[src/sv/kmne_pkg.sv]
// Package with the shared types and constants of the key matrix note event block.
`timescale 1ns / 1ps
`default_nettype none

package kmne_pkg;

  localparam int unsigned ROW_FIELD_W = 6;
  localparam int unsigned COL_W       = 4;
  localparam int unsigned TRACK_W     = 12;
  localparam int unsigned KEY_ROW_W   = 3;
  localparam int unsigned VOICE_W     = 2;
  localparam int unsigned SWITCH_W    = 3;

  typedef enum logic {
    OP_SCAN  = 1'b0,
    OP_VOICE = 1'b1
  } op_e;

  typedef enum logic [VOICE_W-1:0] {
    VOICE_NONE = 2'd0,
    VOICE_A    = 2'd1,
    VOICE_B    = 2'd2,
    VOICE_C    = 2'd3
  } voice_e;

  typedef logic [TRACK_W-1:0] track_t;

  typedef struct packed {
    logic [ROW_FIELD_W-1:0]              press;
    logic [ROW_FIELD_W-1:0]              release_mask;
    logic [ROW_FIELD_W-1:0][TRACK_W-1:0] track;
    logic [COL_W-1:0]                    column;
  } burst_t;

endpackage

`default_nettype wire

[src/sv/kmne_lane.sv]
// One row lane: detects a press or release and builds the event track number.
`timescale 1ns / 1ps
`default_nettype none

module kmne_lane
  import kmne_pkg::*;
#(
  parameter int unsigned ROW = 0
) (
  input  wire logic               new_bit_i,
  input  wire logic               old_bit_i,
  input  wire logic [VOICE_W-1:0] voice_i,
  input  wire logic [COL_W-1:0]   column_i,
  output logic                    press_o,
  output logic                    release_o,
  output track_t                  track_o
);

  logic [5:0] base;

  assign press_o   = new_bit_i & ~old_bit_i;
  assign release_o = ~new_bit_i & old_bit_i;

  // Voice and row each give one digit; the column gives one or two.
  assign base = 6'(voice_i) * 6'd10 + 6'(ROW);

  always_comb begin
    if (column_i >= COL_W'(10)) begin
      track_o = TRACK_W'(base) * TRACK_W'(100) + TRACK_W'(column_i);
    end else begin
      track_o = TRACK_W'(base) * TRACK_W'(10) + TRACK_W'(column_i);
    end
  end

endmodule

`default_nettype wire

[src/sv/kmne_merge.sv]
// Merge stage: walks lane results into the output register, one event a cycle unless stalled.
`timescale 1ns / 1ps
`default_nettype none

module kmne_merge
  import kmne_pkg::*;
(
  input  wire logic             clk_i,
  input  wire logic             rst_ni,
  input  wire logic             load_valid_i,
  input  wire burst_t           load_i,
  output logic                  load_ready_o,
  output logic                  out_valid_o,
  input  wire logic             out_ready_i,
  output logic                  is_release_o,
  output track_t                track_o,
  output logic [KEY_ROW_W-1:0]  key_row_o,
  output logic [COL_W-1:0]      key_column_o,
  output logic                  last_o
);

  logic                                busy_q;
  logic [ROW_FIELD_W-1:0]              press_q;
  logic [ROW_FIELD_W-1:0]              rel_q;
  logic [ROW_FIELD_W-1:0][TRACK_W-1:0] track_q;
  logic [COL_W-1:0]                    col_q;

  logic [ROW_FIELD_W-1:0] pick_mask;
  logic [ROW_FIELD_W-1:0] clr;
  logic [ROW_FIELD_W-1:0] press_nx;
  logic [ROW_FIELD_W-1:0] rel_nx;
  logic [KEY_ROW_W-1:0]   sel;
  logic                   sel_rel;
  logic                   emit;
  logic                   finishing;
  logic                   load;

  always_comb begin
    sel_rel   = (press_q == '0);
    pick_mask = sel_rel ? rel_q : press_q;
    sel       = '0;
    for (int i = ROW_FIELD_W - 1; i >= 0; i--) begin
      if (pick_mask[i]) begin
        sel = KEY_ROW_W'(i);
      end
    end
    clr      = ROW_FIELD_W'(1) << sel;
    press_nx = sel_rel ? press_q : (press_q & ~clr);
    rel_nx   = sel_rel ? (rel_q & ~clr) : rel_q;
  end

  assign emit         = busy_q && (!out_valid_o || out_ready_i);
  assign finishing    = emit && (press_nx == '0) && (rel_nx == '0);
  assign load_ready_o = !busy_q || finishing;
  assign load         = load_valid_i && load_ready_o;

  always_ff @(posedge clk_i or negedge rst_ni) begin
    if (!rst_ni) begin
      busy_q      <= 1'b0;
      press_q     <= '0;
      rel_q       <= '0;
      out_valid_o <= 1'b0;
    end else begin
      if (emit) begin
        out_valid_o  <= 1'b1;
        is_release_o <= sel_rel;
        track_o      <= track_q[sel];
        key_row_o    <= sel;
        key_column_o <= col_q;
        last_o       <= finishing;
      end else if (out_ready_i) begin
        out_valid_o <= 1'b0;
      end
      if (load) begin
        busy_q  <= 1'b1;
        press_q <= load_i.press;
        rel_q   <= load_i.release_mask;
        track_q <= load_i.track;
        col_q   <= load_i.column;
      end else if (emit) begin
        press_q <= press_nx;
        rel_q   <= rel_nx;
        if (finishing) begin
          busy_q <= 1'b0;
        end
      end
    end
  end

  a_busy_has_events : assert property (@(posedge clk_i) disable iff (!rst_ni)
    busy_q |-> ((press_q | rel_q) != '0))
    else $error("Merge stage is busy with no pending event.");

  a_idle_is_empty : assert property (@(posedge clk_i) disable iff (!rst_ni)
    !busy_q |-> ((press_q == '0) && (rel_q == '0)))
    else $error("Merge stage holds events while idle.");

  a_load_has_events : assert property (@(posedge clk_i) disable iff (!rst_ni)
    load |-> ((load_i.press | load_i.release_mask) != '0))
    else $error("Empty request loaded into the merge stage.");

endmodule

`default_nettype wire

[src/sv/key_matrix_note_events.sv]
// Top level of the key matrix note event generator.
`timescale 1ns / 1ps
`default_nettype none

// A scan request that causes events is registered in the input stage once accepted, then loaded
// into the merging stage, and from there reaches the output register; either step can stall.
// A column request emits its events one a cycle while the output is not stalled, presses first and
// then releases, each in ascending row order. A request causes at most six events; the merging
// stage has a single output port and takes the next request as its last event is emitted.
// Voice switch requests, unchanged columns and out-of-range columns emit nothing and do not wait
// for the merging stage. The pressed map sits in a memory of COLUMNS entries with one valid
// bit per entry, cleared at once by reset, so no clearing pass is needed after reset.
module key_matrix_note_events
  import kmne_pkg::*;
#(
  parameter int unsigned ROWS    = 6,
  parameter int unsigned COLUMNS = 11
) (
  input  wire logic                   clk_i,
  input  wire logic                   rst_ni,
  input  wire logic                   in_valid_i,
  output logic                        in_ready_o,
  input  wire logic                   operation_i,
  input  wire logic [COL_W-1:0]       column_i,
  input  wire logic [ROW_FIELD_W-1:0] row_bits_i,
  input  wire logic [SWITCH_W-1:0]    switch_bits_i,
  output logic                        out_valid_o,
  input  wire logic                   out_ready_i,
  output logic                        is_release_o,
  output logic [TRACK_W-1:0]          track_o,
  output logic [KEY_ROW_W-1:0]        key_row_o,
  output logic [COL_W-1:0]            key_column_o,
  output logic                        last_o
);

  localparam int unsigned AR  = (ROWS < ROW_FIELD_W) ? ROWS : ROW_FIELD_W;
  localparam int unsigned CIW = (COLUMNS > 1) ? $clog2(COLUMNS) : 1;

  logic [AR-1:0]  map_mem [COLUMNS];
  logic [COLUMNS-1:0] map_vld_q;
  logic [AR-1:0]  rdata_q;

  logic                   s1_valid_q;
  op_e                    s1_op_q;
  logic [COL_W-1:0]       s1_col_q;
  logic [ROW_FIELD_W-1:0] s1_bits_q;
  logic [SWITCH_W-1:0]    s1_sw_q;
  logic                   fwd_q;
  logic [AR-1:0]          fwd_data_q;
  logic [VOICE_W-1:0]     voice_q;

  logic                   in_acc;
  logic                   in_in_range;
  logic [CIW-1:0]         in_idx;
  logic                   s1_in_range;
  logic [CIW-1:0]         s1_idx;
  logic                   s1_scan;
  logic [AR-1:0]          old_map;
  logic [AR-1:0]          new_map;
  logic                   has_evt;
  logic                   s1_adv;
  logic                   s1_wr;
  logic                   merge_ready;
  burst_t                 burst;

  assign in_in_range = (32'(column_i) < COLUMNS);
  assign in_idx      = CIW'(column_i);
  assign s1_in_range = (32'(s1_col_q) < COLUMNS);
  assign s1_idx      = CIW'(s1_col_q);
  assign s1_scan     = s1_valid_q && (s1_op_q == OP_SCAN) && s1_in_range;
  assign new_map     = s1_bits_q[AR-1:0];

  always_comb begin
    if (fwd_q) begin
      old_map = fwd_data_q;
    end else if (s1_in_range && map_vld_q[s1_idx]) begin
      old_map = rdata_q;
    end else begin
      old_map = '0;
    end
  end

  assign has_evt    = s1_scan && (new_map != old_map);
  assign s1_adv     = s1_valid_q && (!has_evt || merge_ready);
  assign s1_wr      = s1_adv && s1_scan;
  assign in_ready_o = !s1_valid_q || s1_adv;
  assign in_acc     = in_valid_i && in_ready_o;

  for (genvar r = 0; r < ROW_FIELD_W; r++) begin : g_lane
    if (r < AR) begin : g_on
      kmne_lane #(
        .ROW(r)
      ) u_lane (
        .new_bit_i (new_map[r]),
        .old_bit_i (old_map[r]),
        .voice_i   (voice_q),
        .column_i  (s1_col_q),
        .press_o   (burst.press[r]),
        .release_o (burst.release_mask[r]),
        .track_o   (burst.track[r])
      );
    end else begin : g_off
      assign burst.press[r]        = 1'b0;
      assign burst.release_mask[r] = 1'b0;
      assign burst.track[r]        = '0;
    end
  end
  assign burst.column = s1_col_q;

  kmne_merge u_merge (
    .clk_i        (clk_i),
    .rst_ni       (rst_ni),
    .load_valid_i (s1_valid_q && has_evt),
    .load_i       (burst),
    .load_ready_o (merge_ready),
    .out_valid_o  (out_valid_o),
    .out_ready_i  (out_ready_i),
    .is_release_o (is_release_o),
    .track_o      (track_o),
    .key_row_o    (key_row_o),
    .key_column_o (key_column_o),
    .last_o       (last_o)
  );

  always_ff @(posedge clk_i) begin
    if (s1_wr) begin
      map_mem[s1_idx] <= new_map;
    end
    if (in_acc && in_in_range) begin
      rdata_q <= map_mem[in_idx];
    end
  end

  always_ff @(posedge clk_i or negedge rst_ni) begin
    if (!rst_ni) begin
      s1_valid_q <= 1'b0;
      map_vld_q  <= '0;
      voice_q    <= VOICE_NONE;
      fwd_q      <= 1'b0;
    end else begin
      if (s1_wr) begin
        map_vld_q[s1_idx] <= 1'b1;
      end
      if (s1_adv && (s1_op_q == OP_VOICE)) begin
        if (s1_sw_q[2]) begin
          voice_q <= VOICE_C;
        end else if (s1_sw_q[1]) begin
          voice_q <= VOICE_B;
        end else if (s1_sw_q[0]) begin
          voice_q <= VOICE_A;
        end
      end
      if (in_acc) begin
        s1_valid_q <= 1'b1;
        s1_op_q    <= op_e'(operation_i);
        s1_col_q   <= column_i;
        s1_bits_q  <= row_bits_i;
        s1_sw_q    <= switch_bits_i;
        fwd_q      <= s1_wr && (s1_col_q == column_i);
        fwd_data_q <= new_map;
      end else if (s1_adv) begin
        s1_valid_q <= 1'b0;
      end
    end
  end

  a_voice_sticks : assert property (@(posedge clk_i) disable iff (!rst_ni)
    (voice_q != VOICE_NONE) |=> (voice_q != VOICE_NONE))
    else $error("Voice number returned to zero after being set.");

  a_event_column : assert property (@(posedge clk_i) disable iff (!rst_ni)
    out_valid_o |-> (32'(key_column_o) < COLUMNS))
    else $error("Event reported for a column outside the matrix.");

  a_evt_is_scan : assert property (@(posedge clk_i) disable iff (!rst_ni)
    has_evt |-> (s1_valid_q && (s1_op_q == OP_SCAN)))
    else $error("Events raised by a request that is not a column scan.");

endmodule

`default_nettype wire
[config.mk]
export PLATFORM = sky130hd
export DESIGN_NAME = key_matrix_note_events
export DESIGN_NICKNAME = d
export VERILOG_FILES = /design/src/sv/kmne_pkg.sv /design/src/sv/kmne_lane.sv /design/src/sv/kmne_merge.sv /design/src/sv/key_matrix_note_events.sv
export SDC_FILE = /design/constraint.sdc
export NUM_CORES = 1
export LEC_CHECK = 0
export ABC_AREA = 1
export BUFFER_PORTS_ARGS = -buffer_cell sky130_fd_sc_hd__buf_2
export CORE_AREA = 2 2 131 228
export CTS_CLUSTER_DIAMETER = 100
export DETAILED_ROUTE_END_ITERATION = 10
export DIE_AREA = 0 0 133 230
export PLACE_DENSITY = 0.68
export SYNTH_ARGS = -nofsm -noshare
export SYNTH_HDL_FRONTEND = slang
export SYNTH_HIERARCHICAL = 1
export SYNTH_SLANG_ARGS = --single-unit
[constraint.sdc]
create_clock -name clk_i -period 10.8 [get_ports clk_i]
set_clock_uncertainty 0.1 [all_clocks]
set_input_delay 1.62 -clock clk_i [delete_from_list [all_inputs] [get_ports clk_i]]
set_output_delay 1.62 -clock clk_i [all_outputs]
set_load 0.1 [all_outputs]
==> results of run 1 <==
[metal layers]
layer  vias up  share of wire [%]
li1       4898                  -
met1      4568                 36
met2       242                 55
met3        91                3.2
met4         0                5.8
met5         -                  0
[where the power goes]
group	leakage [nW]	switching (W)	internal [W]	total (W)
Combinational	3.80	0.00121	0.000496	0.00171
Clock	0.325	0.000311	0.000430	0.000741
Sequential	2.09	0.0000617	0.00108	0.00114
Total	6.21	0.00158	0.00201	0.00359
[placed cells by master (no fill, tap or decap), types with 8 or more instances in the layout]
cell                        count
sky130_fd_sc_hd__xor2_1        21
sky130_fd_sc_hd__nand2_1      365
sky130_fd_sc_hd__xnor2_1       18
sky130_fd_sc_hd__o21ai_1       13
sky130_fd_sc_hd__buf_4          9
sky130_fd_sc_hd__fa_1          13
sky130_fd_sc_hd__clkbuf_16     21
sky130_fd_sc_hd__dfrtp_1       28
sky130_fd_sc_hd__inv_1        142
sky130_fd_sc_hd__ha_1          81
sky130_fd_sc_hd__o22ai_1       23
sky130_fd_sc_hd__o21ai_0       53
sky130_fd_sc_hd__nor2_2        19
sky130_fd_sc_hd__nand3_2       15
sky130_fd_sc_hd__a21oi_1       28
sky130_fd_sc_hd__nand3_1      147
sky130_fd_sc_hd__edfxtp_1     189
sky130_fd_sc_hd__buf_2         40
sky130_fd_sc_hd__inv_2         14
sky130_fd_sc_hd__nor2_1       120
sky130_fd_sc_hd__nand2_4        8
sky130_fd_sc_hd__o21bai_2      10
sky130_fd_sc_hd__a22oi_1       13
sky130_fd_sc_hd__nand2_2       21
sky130_fd_sc_hd__nand4_1        9
[sequential cells by signal, summed over array words and instances (netlist names), 6 cells and up]
signal,flops
fwd_data_q,6
map_mem,66
map_vld_q,11
new_map,6
rdata_q,6
u_merge/press_q,6
u_merge/rel_q,6
u_merge/track_o,12
u_merge/track_q,72
[area by class of cell]
| cell class | instances | area, um^2 | share of cell area [%] |
|---|---|---|---|
| sequential | 218 | 6402 | 44.13 |
| multi-input combinational | 1031 | 6056 | 41.75 |
| inverter | 162 | 621.8 | 4.287 |
| clock buffer | 24 | 536.8 | 3.700 |
| tap | 378 | 473.0 | 3.260 |
| timing repair buffer | 49 | 267.8 | 1.846 |
| clock inverter | 12 | 148.9 | 1.026 |
[through the flow]
step | total power [W] | setup slack (ns)
global placement | 0.002835 | 5.758
detailed placement | 0.002872 | 5.731
CTS | 0.003615 | 5.174
floorplan | 0.002516 | 5.794
global route | 0.003837 | 4.898
finish | 0.003590 | 5.210
[worst max path at each step]
stage	from	end	slack [ns]	cells after the start
2_1_floorplan	s1_col_q[3]	u_merge/col_q[0]	5.79	14
3_3_place_gp	u_merge/press_q[2]	in_ready_o	5.76	14
3_5_place_dp	u_merge/press_q[2]	in_ready_o	5.73	14
4_1_cts	u_merge/press_q[2]	in_ready_o	5.17	14
5_1_grt	u_merge/press_q[3]	in_ready_o	4.90	14
6_report	u_merge/press_q[2]	in_ready_o	5.21	14
[kinds of logic (layout without fill, tap and decap cells)]
| logic type | Yosys count | count (layout) |
|---|---|---|
| compound gates | 163 | 163 |
| xor+xnor | 40 | 40 |
| buf+inv | 205 | 247 |
| simple gates | 734 | 734 |
| flops | 218 | 218 |
| fa+ha+maj | 94 | 94 |
==> metrics.txt, run 1 <==
# TYPE chip_impl_metric gauge
chip_impl_info{name="run_status",value="finished clean"} 1
chip_impl_metric{name="vias_per_cell",unit=""} 5.229
chip_impl_info{name="crit-reg2reg-launch",value="u_merge/press_q[2]"} 1
chip_impl_metric{name="critical_path.n_buffers_inverters",unit=""} 2
chip_impl_metric{name="timing.critical_path.required",unit="ns"} 9.08
chip_impl_metric{name="setup_viol_count_final",unit=""} 0
chip_impl_metric{name="antenna_found_initial",unit=""} 0
chip_impl_metric{name="dieWidth",unit="um"} 133
chip_impl_metric{name="num-nets-final",unit=""} 1594
chip_impl_metric{name="non_filler_cell_area_final",unit="mm^2"} 0.01451
chip_impl_metric{name="syn_nets",unit=""} 1566
chip_impl_info{name="grt.busiest_layer",value="met2"} 1
chip_impl_info{name="yosys-top-cells-count",value="365 x sky130_fd_sc_hd__nand2_1, 189 x sky130_fd_sc_hd__edfxtp_1, 147 x sky130_fd_sc_hd__nand3_1"} 1
chip_impl_metric{name="post_cts.resized_instances",unit=""} 0
chip_impl_info{name="top_family_by_delay_on_critical_path",value="simple AND/OR/NAND/NOR gates"} 1
chip_impl_metric{name="die_area",unit="mm^2"} 0.03059
chip_impl_metric{name="slowest_delay",unit="ns"} 0.45
chip_impl_info{name="hold_sp",value="u_merge/col_q[0]"} 1
chip_impl_metric{name="die-height",unit="um"} 230
chip_impl_metric{name="grt_max_degree",unit=""} 77
chip_impl_metric{name="first_iter_violations",unit=""} 594
chip_impl_metric{name="gp_congestion",unit=""} 0.9023
chip_impl_metric{name="gr-total-overflow",unit=""} 0
chip_impl_metric{name="leakagePower",unit="nW"} 6.213
chip_impl_info{name="main_combinational_cell_family_by_area_after_synthesis",value="simple AND/OR/NAND/NOR gates"} 1
chip_impl_metric{name="grt_util_met1",unit="%"} 21.11
chip_impl_metric{name="fin_cells",unit=""} 1874
chip_impl_metric{name="fillers",unit=""} 2628
chip_impl_metric{name="antennaDiodeCount",unit=""} 0
chip_impl_info{name="endpoint_worst_hold",value="u_merge/key_column_o[0]"} 1
chip_impl_metric{name="grt_pass1_wl",unit="um"} 49510
chip_impl_metric{name="post_synth_and_or_nand_nor_area_fraction",unit="%"} 25.28
chip_impl_info{name="cp-end-kind",value="primary output"} 1
chip_impl_metric{name="synth_compound_gate_area_share",unit="%"} 7.821
chip_impl_metric{name="count_of_distinct_cell_types_in_the_synthesized_netlist",unit=""} 60
chip_impl_info{name="grt_setup_unrepaired",value="no"} 1
chip_impl_metric{name="layout-drive-gt1-share",unit="%"} 13.64
chip_impl_info{name="crit-reg2reg-capture",value="map_mem[5][3]"} 1
chip_impl_metric{name="finalHoldViolations",unit=""} 0
chip_impl_info{name="cp-start-kind",value="flop"} 1
chip_impl_info{name="synth_top_flop_cell",value="sky130_fd_sc_hd__edfxtp_1"} 1
chip_impl_metric{name="h_tree_depth",unit=""} 1
chip_impl_metric{name="path_clk_slew",unit="ns"} 0.06
chip_impl_metric{name="number_of_flops_mapped_to_enable_cells_by_yosys",unit=""} 189
chip_impl_metric{name="hold_depth",unit=""} 0
chip_impl_metric{name="min_period_over_period",unit="%"} 51.76
chip_impl_metric{name="synth_top_area_share",unit="%"} 42.54
chip_impl_metric{name="cts_hold_buffers",unit=""} 0
chip_impl_metric{name="asyncSetResetFlopFracSynth",unit="%"} 13.30
chip_impl_metric{name="synth.cell_area",unit="mm^2"} 0.01334
chip_impl_metric{name="post-cts-setup-buffer-count",unit=""} 0
chip_impl_metric{name="total_grt_usage",unit="%"} 20.52
chip_impl_metric{name="yosys.area_share.adder",unit="%"} 9.546
chip_impl_metric{name="initial_utilization",unit="%"} 46.61
chip_impl_metric{name="crit_path_max_fanout",unit=""} 15
chip_impl_metric{name="worst-r2r-setup-slack",unit="ns"} 6.67
chip_impl_metric{name="mux_share_of_post_synthesis_cell_area",unit="%"} 0
chip_impl_metric{name="setup-tns-final",unit="ns"} 0
chip_impl_metric{name="dp.cells",unit=""} 1838
chip_impl_metric{name="floorplan.core_area",unit="mm^2"} 0.02863
chip_impl_metric{name="max_slew_margin",unit="%"} 36.51
chip_impl_info{name="most_common_cell_in_the_synthesized_netlist",value="sky130_fd_sc_hd__nand2_1"} 1
chip_impl_metric{name="power.ir.vdd_worst",unit="mV"} 0.1705
chip_impl_metric{name="synthesis.yosys.warnings",unit=""} 6
chip_impl_metric{name="cts.sinks",unit=""} 218
chip_impl_info{name="synth_largest_area_cell",value="sky130_fd_sc_hd__edfxtp_1"} 1
chip_impl_metric{name="routed_wire_length_per_instance",unit="um"} 16.47
chip_impl_metric{name="layout-area-overhead-vs-synth",unit="%"} 8.721
chip_impl_info{name="timing.critical_path.slowest_stage_cell",value="sky130_fd_sc_hd__buf_2"} 1
chip_impl_info{name="leading_cell_types_by_total_area_after_synthesis",value="sky130_fd_sc_hd__edfxtp_1 43%, sky130_fd_sc_hd__nand2_1 10%, sky130_fd_sc_hd__ha_1 7.6%"} 1
chip_impl_info{name="tritoncts",value="yes"} 1
chip_impl_metric{name="io-pin-count",unit=""} 41
chip_impl_metric{name="detail_route.first_pass.iterations",unit=""} 5
chip_impl_metric{name="final-max-slew-violation-count",unit=""} 0
chip_impl_metric{name="fin_util",unit="%"} 50.68
chip_impl_metric{name="antenna_viol_nets_final",unit=""} 0
chip_impl_metric{name="netlist_instances",unit=""} 1454
chip_impl_metric{name="synth.yosys.seq_area_share",unit="%"} 47.97
chip_impl_metric{name="synth-seq-cells",unit=""} 218
chip_impl_metric{name="maxClockFrequency",unit="GHz"} 0.1789
chip_impl_metric{name="placementRows",unit=""} 82
chip_impl_metric{name="drc",unit=""} 0
chip_impl_metric{name="via_count",unit=""} 9799
chip_impl_info{name="clk_root_buffer_cell",value="sky130_fd_sc_hd__clkbuf_16"} 1
chip_impl_metric{name="reported_max_cap_violation_count",unit=""} 0
chip_impl_info{name="critical_path.cell_chain",value="nor2_1 -> nand3_2 -> o21bai_1 -> nor2_4 -> nand3_1 -> nand4_1 -> o21bai_1 -> nand3_1 -> nor2_2 -> nand2_2 -> nand2_4 -> inv_1 -> nand3_4 -> buf_2"} 1
chip_impl_metric{name="worst_r2r_path_depth",unit=""} 15
chip_impl_metric{name="synth_area_per_cell",unit="um^2"} 9.177
chip_impl_metric{name="insertion_delay",unit="ns"} 0.51
chip_impl_metric{name="data_arrival_time_at_the_worst_slack_endpoint",unit="ns"} 3.87
chip_impl_metric{name="worst_slew_pin_slew",unit="ns"} 0.9523
chip_impl_metric{name="synth_xor_area_share",unit="%"} 2.682
chip_impl_metric{name="cts_inserted_buffers",unit=""} 20
chip_impl_metric{name="met3_usage",unit="%"} 1.698
chip_impl_metric{name="placedInstanceArea",unit="mm^2"} 0.01382
chip_impl_metric{name="dp_hpwl",unit="um"} 22700
chip_impl_metric{name="numPortBuffers",unit=""} 40
chip_impl_metric{name="finalWirelength",unit="um"} 30870
chip_impl_metric{name="use_met2",unit="%"} 39.70
chip_impl_metric{name="finalCriticalPeriod",unit="ns"} 5.590
chip_impl_metric{name="cts_buffer_depth",unit=""} 3
chip_impl_info{name="hold_class",value="reg2reg"} 1
chip_impl_metric{name="final.hold.worst_slack",unit="ns"} 0.3358
chip_impl_metric{name="first_global_vias",unit=""} 9868
chip_impl_info{name="worst-setup-path-type",value="reg2out"} 1
chip_impl_metric{name="power-per-cell-area",unit="mW/mm^2"} 247.4
Power figures use the tool's default switching activity.
==> run 2, diff against run 1 <==
Clock period 10.8 ns to 5.45 ns, I/O delays scaled along.
==> metrics.txt, run 2 (synthesis results as in run 1) <==
# TYPE chip_impl_metric gauge
chip_impl_metric{name="leakagePower",unit="nW"} 6.206
chip_impl_metric{name="path_depth",unit=""} 14
chip_impl_info{name="clk_root_buffer_cell",value="sky130_fd_sc_hd__clkbuf_16"} 1
chip_impl_metric{name="cell_internal_pwr",unit="W"} 0.003932
chip_impl_metric{name="io-pin-count",unit=""} 41
chip_impl_metric{name="crit_path_max_fanout",unit=""} 15
chip_impl_metric{name="worst-r2r-setup-slack",unit="ns"} 1.37
chip_impl_info{name="setup.worst_path.end",value="in_ready_o"} 1
chip_impl_metric{name="gr-total-overflow",unit=""} 0
chip_impl_metric{name="power.ir.vdd_worst",unit="mV"} 0.4468
chip_impl_metric{name="num-nets-final",unit=""} 1595
chip_impl_metric{name="initial_utilization",unit="%"} 46.61
chip_impl_metric{name="layout-drive-gt1-share",unit="%"} 13.56
chip_impl_metric{name="antennaDiodeCount",unit=""} 0
chip_impl_info{name="largestRegisters",value="u_merge/track_q (72), map_mem (66), u_merge/track_o (12)"} 1
chip_impl_metric{name="finalHoldViolations",unit=""} 0
chip_impl_info{name="grt_setup_unrepaired",value="no"} 1
chip_impl_metric{name="reported_max_cap_violation_count",unit=""} 0
chip_impl_info{name="tritoncts",value="yes"} 1
chip_impl_metric{name="routed_wire_length_per_instance",unit="um"} 16.59
chip_impl_metric{name="cts.sinks",unit=""} 218
chip_impl_metric{name="numPortBuffers",unit=""} 40
chip_impl_metric{name="worst_slew_pin_slew",unit="ns"} 1.132
chip_impl_metric{name="first_iter_violations",unit=""} 543
chip_impl_metric{name="placementRows",unit=""} 82
chip_impl_metric{name="min_period_over_period",unit="%"} 88.77
chip_impl_metric{name="vias_per_cell",unit=""} 5.258
chip_impl_info{name="hold_class",value="reg2reg"} 1
chip_impl_metric{name="pwr-share-clk",unit="%"} 20.0
chip_impl_info{name="critPathLaunch",value="u_merge/press_q[2]"} 1
chip_impl_info{name="registers.top_by_ff_count",value="u_merge/track_q"} 1
chip_impl_metric{name="finalCriticalPeriod",unit="ns"} 4.838
chip_impl_metric{name="setup-tns-final",unit="ns"} 0
chip_impl_metric{name="data_arrival_time_at_the_worst_slack_endpoint",unit="ns"} 3.92
chip_impl_metric{name="fin_util",unit="%"} 50.66
chip_impl_metric{name="insertion_delay",unit="ns"} 0.51
chip_impl_metric{name="worst_r2r_path_depth",unit=""} 15
chip_impl_metric{name="seq_power_share",unit="%"} 32.6
chip_impl_metric{name="net-switching-power",unit="W"} 0.003138
chip_impl_metric{name="gp_congestion",unit=""} 0.9085
chip_impl_metric{name="maxClockFrequency",unit="GHz"} 0.2067
chip_impl_metric{name="timing.critical_path.required",unit="ns"} 4.53
chip_impl_metric{name="die-height",unit="um"} 230
chip_impl_metric{name="max_slew_margin",unit="%"} 24.48
chip_impl_metric{name="cts_buffer_depth",unit=""} 3
chip_impl_metric{name="post-cts-setup-buffer-count",unit=""} 0
chip_impl_info{name="worst-setup-path-type",value="reg2out"} 1
chip_impl_info{name="timing.critical_path.slowest_stage_cell",value="sky130_fd_sc_hd__buf_2"} 1
chip_impl_metric{name="setup_viol_count_final",unit=""} 0
chip_impl_metric{name="floorplan.core_area",unit="mm^2"} 0.02863
chip_impl_metric{name="seq_area",unit="mm^2"} 0.006402
chip_impl_metric{name="drc",unit=""} 0
chip_impl_metric{name="layout-area-overhead-vs-synth",unit="%"} 8.693
chip_impl_metric{name="first_global_vias",unit=""} 9691
chip_impl_info{name="critical_path.cell_chain",value="nor2_1 -> nand3_2 -> o21bai_1 -> nor2_4 -> nand3_1 -> nand4_1 -> o21bai_1 -> nand3_1 -> nor2_2 -> nand2_2 -> nand2_4 -> inv_1 -> nand3_4 -> buf_2"} 1
chip_impl_info{name="layout.cells.most_common",value="sky130_fd_sc_hd__nand2_1"} 1
chip_impl_info{name="top_family_by_delay_on_critical_path",value="simple AND/OR/NAND/NOR gates"} 1
chip_impl_metric{name="power-per-cell-area",unit="mW/mm^2"} 487.5
chip_impl_info{name="crit-reg2reg-launch",value="u_merge/press_q[2]"} 1
chip_impl_info{name="cp-start-kind",value="flop"} 1
chip_impl_metric{name="cts_hold_buffers",unit=""} 0
chip_impl_metric{name="area_of_the_multi_input_gates",unit="mm^2"} 0.006056
chip_impl_metric{name="switching_power_as_a_share_of_total_power",unit="%"} 44.39
chip_impl_metric{name="dp_hpwl",unit="um"} 23400
chip_impl_info{name="highest_count_cells_in_the_layout_ignoring_fill_and_taps",value="365 x sky130_fd_sc_hd__nand2_1, 189 x sky130_fd_sc_hd__edfxtp_1, 147 x sky130_fd_sc_hd__nand3_1"} 1
chip_impl_metric{name="grt_pass1_wl",unit="um"} 49190
chip_impl_metric{name="via_count",unit=""} 9858
chip_impl_metric{name="post_cts.resized_instances",unit=""} 0
chip_impl_metric{name="detail_route.first_pass.iterations",unit=""} 7
chip_impl_metric{name="final-max-slew-violation-count",unit=""} 0
chip_impl_metric{name="antenna_viol_nets_final",unit=""} 0
chip_impl_metric{name="pwr-share-comb",unit="%"} 47.4
chip_impl_metric{name="path_clk_slew",unit="ns"} 0.07
chip_impl_info{name="run_status",value="finished clean"} 1
chip_impl_metric{name="finalWirelength",unit="um"} 31100
chip_impl_metric{name="h_tree_depth",unit=""} 1
chip_impl_metric{name="antenna_found_initial",unit=""} 0
chip_impl_metric{name="cts_inserted_buffers",unit=""} 20
chip_impl_metric{name="largest_register_ffs",unit=""} 72
chip_impl_metric{name="fillers",unit=""} 2602
chip_impl_info{name="cp-end-kind",value="primary output"} 1
chip_impl_metric{name="grt_max_degree",unit=""} 77
chip_impl_info{name="crit-reg2reg-capture",value="map_mem[3][0]"} 1
chip_impl_metric{name="critical_path.n_buffers_inverters",unit=""} 2
chip_impl_metric{name="total_grt_usage",unit="%"} 20.47
chip_impl_metric{name="dieWidth",unit="um"} 133
chip_impl_metric{name="slowest_delay",unit="ns"} 0.46
chip_impl_metric{name="die_area",unit="mm^2"} 0.03059
run 2: layer usage:
layer | up-vias | GRT usage, % | part of all wire [%]
met4 | 0 | 11.96 | 5.9
met5 | - | 0 | 0
li1 | 4909 | - | -
met2 | 221 | 39.72 | 54
met1 | 4636 | 21.10 | 37
met3 | 92 | 1.653 | 3.2
run 2: per-stage QoR:
stage	hold slack [ns]	cell area, um^2	total power, W	std cells	setup WS (ns)
after floorplan	0.3003	13340	0.004986	1454	0.4441
after global placement	0.3007	13840	0.005637	1839	1.218
after detailed placement	0.3163	13840	0.005692	1839	1.181
after CTS	0.3320	14500	0.007111	1875	0.6183
after global routing	0.3453	14500	0.007539	1875	0.3390
final	0.3355	14500	0.007070	1875	0.6122
run 2: cell type report:
class | instances | share of cell area [%]
clock inverters | 13 | 0.8886
well taps | 378 | 3.261
repair buffers | 50 | 1.984
clock buffers | 23 | 3.675
inverters | 162 | 4.288
flip-flops and latches | 218 | 44.15
multi-input cells | 1031 | 41.76
run 2: worst register-to-register path: stages (launching register included):
cell and delay (ns):
sky130_fd_sc_hd__dfrtp_1 0.42, sky130_fd_sc_hd__nor2_1 0.18, sky130_fd_sc_hd__nand3_2 0.32, sky130_fd_sc_hd__o21bai_1 0.44, sky130_fd_sc_hd__nor2_4 0.07, sky130_fd_sc_hd__nand3_1 0.38
sky130_fd_sc_hd__nand4_1 0.20, sky130_fd_sc_hd__o21bai_1 0.20, sky130_fd_sc_hd__nand3_1 0.14, sky130_fd_sc_hd__nor2_2 0.11, sky130_fd_sc_hd__nand2_2 0.07, sky130_fd_sc_hd__nand2_4 0.17
sky130_fd_sc_hd__inv_1 0.11, sky130_fd_sc_hd__nand3_4 0.14, sky130_fd_sc_hd__nand2_4 0.20, sky130_fd_sc_hd__nor2_1 0.46
run 2: worst min-delay path by stage:
stage / depth (start not counted) / startpoint / slack (ns) / to
final: 0 / u_merge/col_q[0] / 0.34 / u_merge/key_column_o[0]
after CTS: 0 / u_merge/col_q[0] / 0.33 / u_merge/key_column_o[0]
after global placement: 0 / u_merge/col_q[0] / 0.30 / u_merge/key_column_o[0]
after global routing: 0 / u_merge/col_q[0] / 0.35 / u_merge/key_column_o[0]
after detailed placement: 0 / u_merge/col_q[0] / 0.32 / u_merge/key_column_o[0]
after floorplan: 0 / u_merge/col_q[0] / 0.30 / u_merge/key_column_o[0]
run 2: power groups by stage:
stage                     Sequential (W)  Combinational, W  Clock, W
after floorplan                  0.00275           0.00224         0
after global placement           0.00233           0.00330         0
after detailed placement         0.00234           0.00336         0
after CTS                        0.00230           0.00337   0.00144
after global routing             0.00233           0.00372   0.00149
final                            0.00230           0.00335   0.00141
==> run 3, diff against run 2 <==
Settings changed: CORE_AREA 2 2 131 228 to 2 2 121 212, DIE_AREA 0 0 133 230 to 0 0 123 214, PLACE_DENSITY 0.68 to 0.77.
==> metrics.txt, run 3 (synthesis results as in run 1) <==
# TYPE chip_impl_metric gauge
chip_impl_metric{name="io-pin-count",unit=""} 41
chip_impl_metric{name="min_period_over_period",unit="%"} 87.60
chip_impl_metric{name="via_count",unit=""} 10200
chip_impl_metric{name="h_tree_depth",unit=""} 1
chip_impl_metric{name="timing.critical_path.required",unit="ns"} 4.53
chip_impl_metric{name="finalHoldViolations",unit=""} 0
chip_impl_metric{name="initial_utilization",unit="%"} 54.39
chip_impl_info{name="crit-reg2reg-capture",value="map_mem[10][1]"} 1
chip_impl_metric{name="finalCriticalPeriod",unit="ns"} 4.774
chip_impl_metric{name="power-per-cell-area",unit="mW/mm^2"} 487.8
chip_impl_metric{name="area_of_the_multi_input_gates",unit="mm^2"} 0.006056
chip_impl_metric{name="cts.sinks",unit=""} 218
chip_impl_metric{name="gr-total-overflow",unit=""} 0
chip_impl_info{name="worst-setup-path-type",value="reg2out"} 1
chip_impl_metric{name="routed_wire_length_per_instance",unit="um"} 17.49
chip_impl_info{name="highest_count_cells_in_the_layout_ignoring_fill_and_taps",value="365 x sky130_fd_sc_hd__nand2_1, 189 x sky130_fd_sc_hd__edfxtp_1, 147 x sky130_fd_sc_hd__nand3_1"} 1
chip_impl_metric{name="slowest_delay",unit="ns"} 0.45
chip_impl_metric{name="setup-tns-final",unit="ns"} 0
chip_impl_info{name="critPathLaunch",value="u_merge/press_q[5]"} 1
chip_impl_metric{name="first_global_vias",unit=""} 10110
chip_impl_metric{name="critical_path.n_buffers_inverters",unit=""} 2
chip_impl_metric{name="antenna_found_initial",unit=""} 1
chip_impl_info{name="clk_root_buffer_cell",value="sky130_fd_sc_hd__clkbuf_16"} 1
chip_impl_info{name="registers.top_by_ff_count",value="u_merge/track_q"} 1
chip_impl_metric{name="report.power.total",unit="W"} 0.006997
chip_impl_metric{name="cts_hold_buffers",unit=""} 0
chip_impl_metric{name="die-height",unit="um"} 214
chip_impl_info{name="timing.critical_path.slowest_stage_cell",value="sky130_fd_sc_hd__buf_2"} 1
chip_impl_metric{name="antenna_viol_nets_final",unit=""} 0
chip_impl_info{name="setup.worst_path.end",value="in_ready_o"} 1
chip_impl_info{name="critical_path.cell_chain",value="nor2_1 -> nand3_2 -> o21bai_1 -> nor2_4 -> nand3_1 -> nand4_1 -> o21bai_1 -> nand3_1 -> nor2_2 -> nand2_2 -> nand2_4 -> inv_1 -> nand3_4 -> buf_2"} 1
chip_impl_metric{name="largest_register_ffs",unit=""} 72
chip_impl_info{name="run_status",value="finished clean"} 1
chip_impl_info{name="layout.cells.most_common",value="sky130_fd_sc_hd__nand2_1"} 1
chip_impl_metric{name="grt_pass1_wl",unit="um"} 49780
chip_impl_info{name="cp-start-kind",value="flop"} 1
chip_impl_info{name="cp-end-kind",value="primary output"} 1
chip_impl_metric{name="num-nets-final",unit=""} 1593
chip_impl_metric{name="worst-r2r-setup-slack",unit="ns"} 1.35
chip_impl_metric{name="setup_viol_count_final",unit=""} 0
chip_impl_metric{name="layout-area-overhead-vs-synth",unit="%"} 7.502
chip_impl_info{name="top_family_by_delay_on_critical_path",value="simple AND/OR/NAND/NOR gates"} 1
chip_impl_metric{name="max_slew_margin",unit="%"} 21.69
chip_impl_metric{name="die_area",unit="mm^2"} 0.02632
chip_impl_metric{name="data_arrival_time_at_the_worst_slack_endpoint",unit="ns"} 3.86
chip_impl_metric{name="worst_r2r_path_depth",unit=""} 15
chip_impl_metric{name="detail_route.first_pass.iterations",unit=""} 5
chip_impl_metric{name="cts_inserted_buffers",unit=""} 19
chip_impl_metric{name="seq_area",unit="mm^2"} 0.006402
chip_impl_info{name="grt_setup_unrepaired",value="no"} 1
chip_impl_metric{name="grt_max_degree",unit=""} 77
chip_impl_metric{name="path_depth",unit=""} 14
chip_impl_metric{name="post_cts.resized_instances",unit=""} 0
chip_impl_metric{name="first_iter_violations",unit=""} 842
chip_impl_metric{name="gp_congestion",unit=""} 0.8893
chip_impl_metric{name="layout-drive-gt1-share",unit="%"} 13.39
chip_impl_metric{name="worst_slew_pin_slew",unit="ns"} 1.173
chip_impl_metric{name="drc",unit=""} 0
chip_impl_metric{name="path_clk_slew",unit="ns"} 0.07
chip_impl_metric{name="reported_max_cap_violation_count",unit=""} 0
chip_impl_info{name="largestRegisters",value="u_merge/track_q (72), map_mem (66), u_merge/track_o (12)"} 1
chip_impl_metric{name="fillers",unit=""} 2050
chip_impl_metric{name="leakagePower",unit="nW"} 6.178
chip_impl_metric{name="dieWidth",unit="um"} 123
chip_impl_metric{name="cts_buffer_depth",unit=""} 3
chip_impl_info{name="crit-reg2reg-launch",value="u_merge/press_q[5]"} 1
chip_impl_info{name="hold_class",value="in2async"} 1
chip_impl_metric{name="vias_per_cell",unit=""} 5.645
chip_impl_metric{name="crit_path_max_fanout",unit=""} 15
chip_impl_info{name="tritoncts",value="yes"} 1
chip_impl_metric{name="final-max-slew-violation-count",unit=""} 0
chip_impl_metric{name="total_grt_usage",unit="%"} 24.13
chip_impl_metric{name="maxClockFrequency",unit="GHz"} 0.2095
chip_impl_metric{name="antennaDiodeCount",unit=""} 0
chip_impl_metric{name="numPortBuffers",unit=""} 40
chip_impl_metric{name="finalWirelength",unit="um"} 31580
chip_impl_metric{name="insertion_delay",unit="ns"} 0.50
chip_impl_metric{name="power.ir.vdd_worst",unit="mV"} 0.3237
chip_impl_metric{name="dp_hpwl",unit="um"} 23350
chip_impl_metric{name="floorplan.core_area",unit="mm^2"} 0.02453
chip_impl_metric{name="post-cts-setup-buffer-count",unit=""} 0
chip_impl_metric{name="placementRows",unit=""} 76
[run 3: how the worst min path moves through the flow]
stage                           from  cells after the start  slack (ns)                      end
finish                        rst_ni                      2        0.26             map_vld_q[0]
floorplan           u_merge/col_q[0]                      0        0.30  u_merge/key_column_o[0]
CTS                           rst_ni                      2        0.27             map_vld_q[7]
detailed placement  u_merge/col_q[0]                      0        0.31  u_merge/key_column_o[0]
global route                  rst_ni                      2        0.28                    fwd_q
global placement    u_merge/col_q[0]                      0        0.30  u_merge/key_column_o[0]
[run 3: worst register-to-register path: stages (launching register included)]
cell                       delay, ns
sky130_fd_sc_hd__dfrtp_1        0.44
sky130_fd_sc_hd__nor2_1         0.16
sky130_fd_sc_hd__nand3_2        0.32
sky130_fd_sc_hd__o21bai_1       0.43
sky130_fd_sc_hd__nor2_4         0.07
sky130_fd_sc_hd__nand3_1        0.36
sky130_fd_sc_hd__nand4_1        0.21
sky130_fd_sc_hd__o21bai_1       0.20
sky130_fd_sc_hd__nand3_1        0.12
sky130_fd_sc_hd__nor2_2         0.11
sky130_fd_sc_hd__nand2_2        0.07
sky130_fd_sc_hd__nand2_4        0.18
sky130_fd_sc_hd__inv_1          0.12
sky130_fd_sc_hd__nand3_4        0.14
sky130_fd_sc_hd__nand2_4        0.20
sky130_fd_sc_hd__nor2_1         0.52
[run 3: area by class of cell]
class | count | area share (%)
clock buffer | 21 | 3.367
sequential | 218 | 44.64
clock inverter | 13 | 0.8549
timing repair buffer | 49 | 1.867
tap | 312 | 2.722
multi-input combinational | 1031 | 42.22
inverter | 162 | 4.335
[run 3: routing by layer]
metal | wire (um) | track usage [%] | part of all wire [%]
met1 | 10750 | 24.14 | 34
met2 | 17250 | 45.87 | 55
met3 | 1644 | 3.488 | 5.2
met4 | 1919 | 13.45 | 6.1
met5 | 13 | 0 | 0.041
[run 3: power by group]
part | switching (W) | internal, W | total (W)
sequential | 0.000152 | 0.00214 | 0.00230
clock | 0.000581 | 0.000740 | 0.00132
combinational | 0.00240 | 0.000984 | 0.00338
total | 0.00313 | 0.00387 | 0.00700
[run 3: per-stage QoR]
step / hold WS [ns] / utilization (%) / instances / setup slack (ns) / area (um^2)
global placement: 0.3001 / 56.00 / 1772 / 1.296 / 13740
global route: 0.2795 / 58.47 / 1806 / 0.4374 / 14340
CTS: 0.2666 / 58.47 / 1806 / 0.6959 / 14340
finish: 0.2615 / 58.47 / 1806 / 0.6760 / 14340
floorplan: 0.3003 / - / 1454 / 0.4441 / 13340
detailed placement: 0.3123 / 56.00 / 1772 / 1.214 / 13740
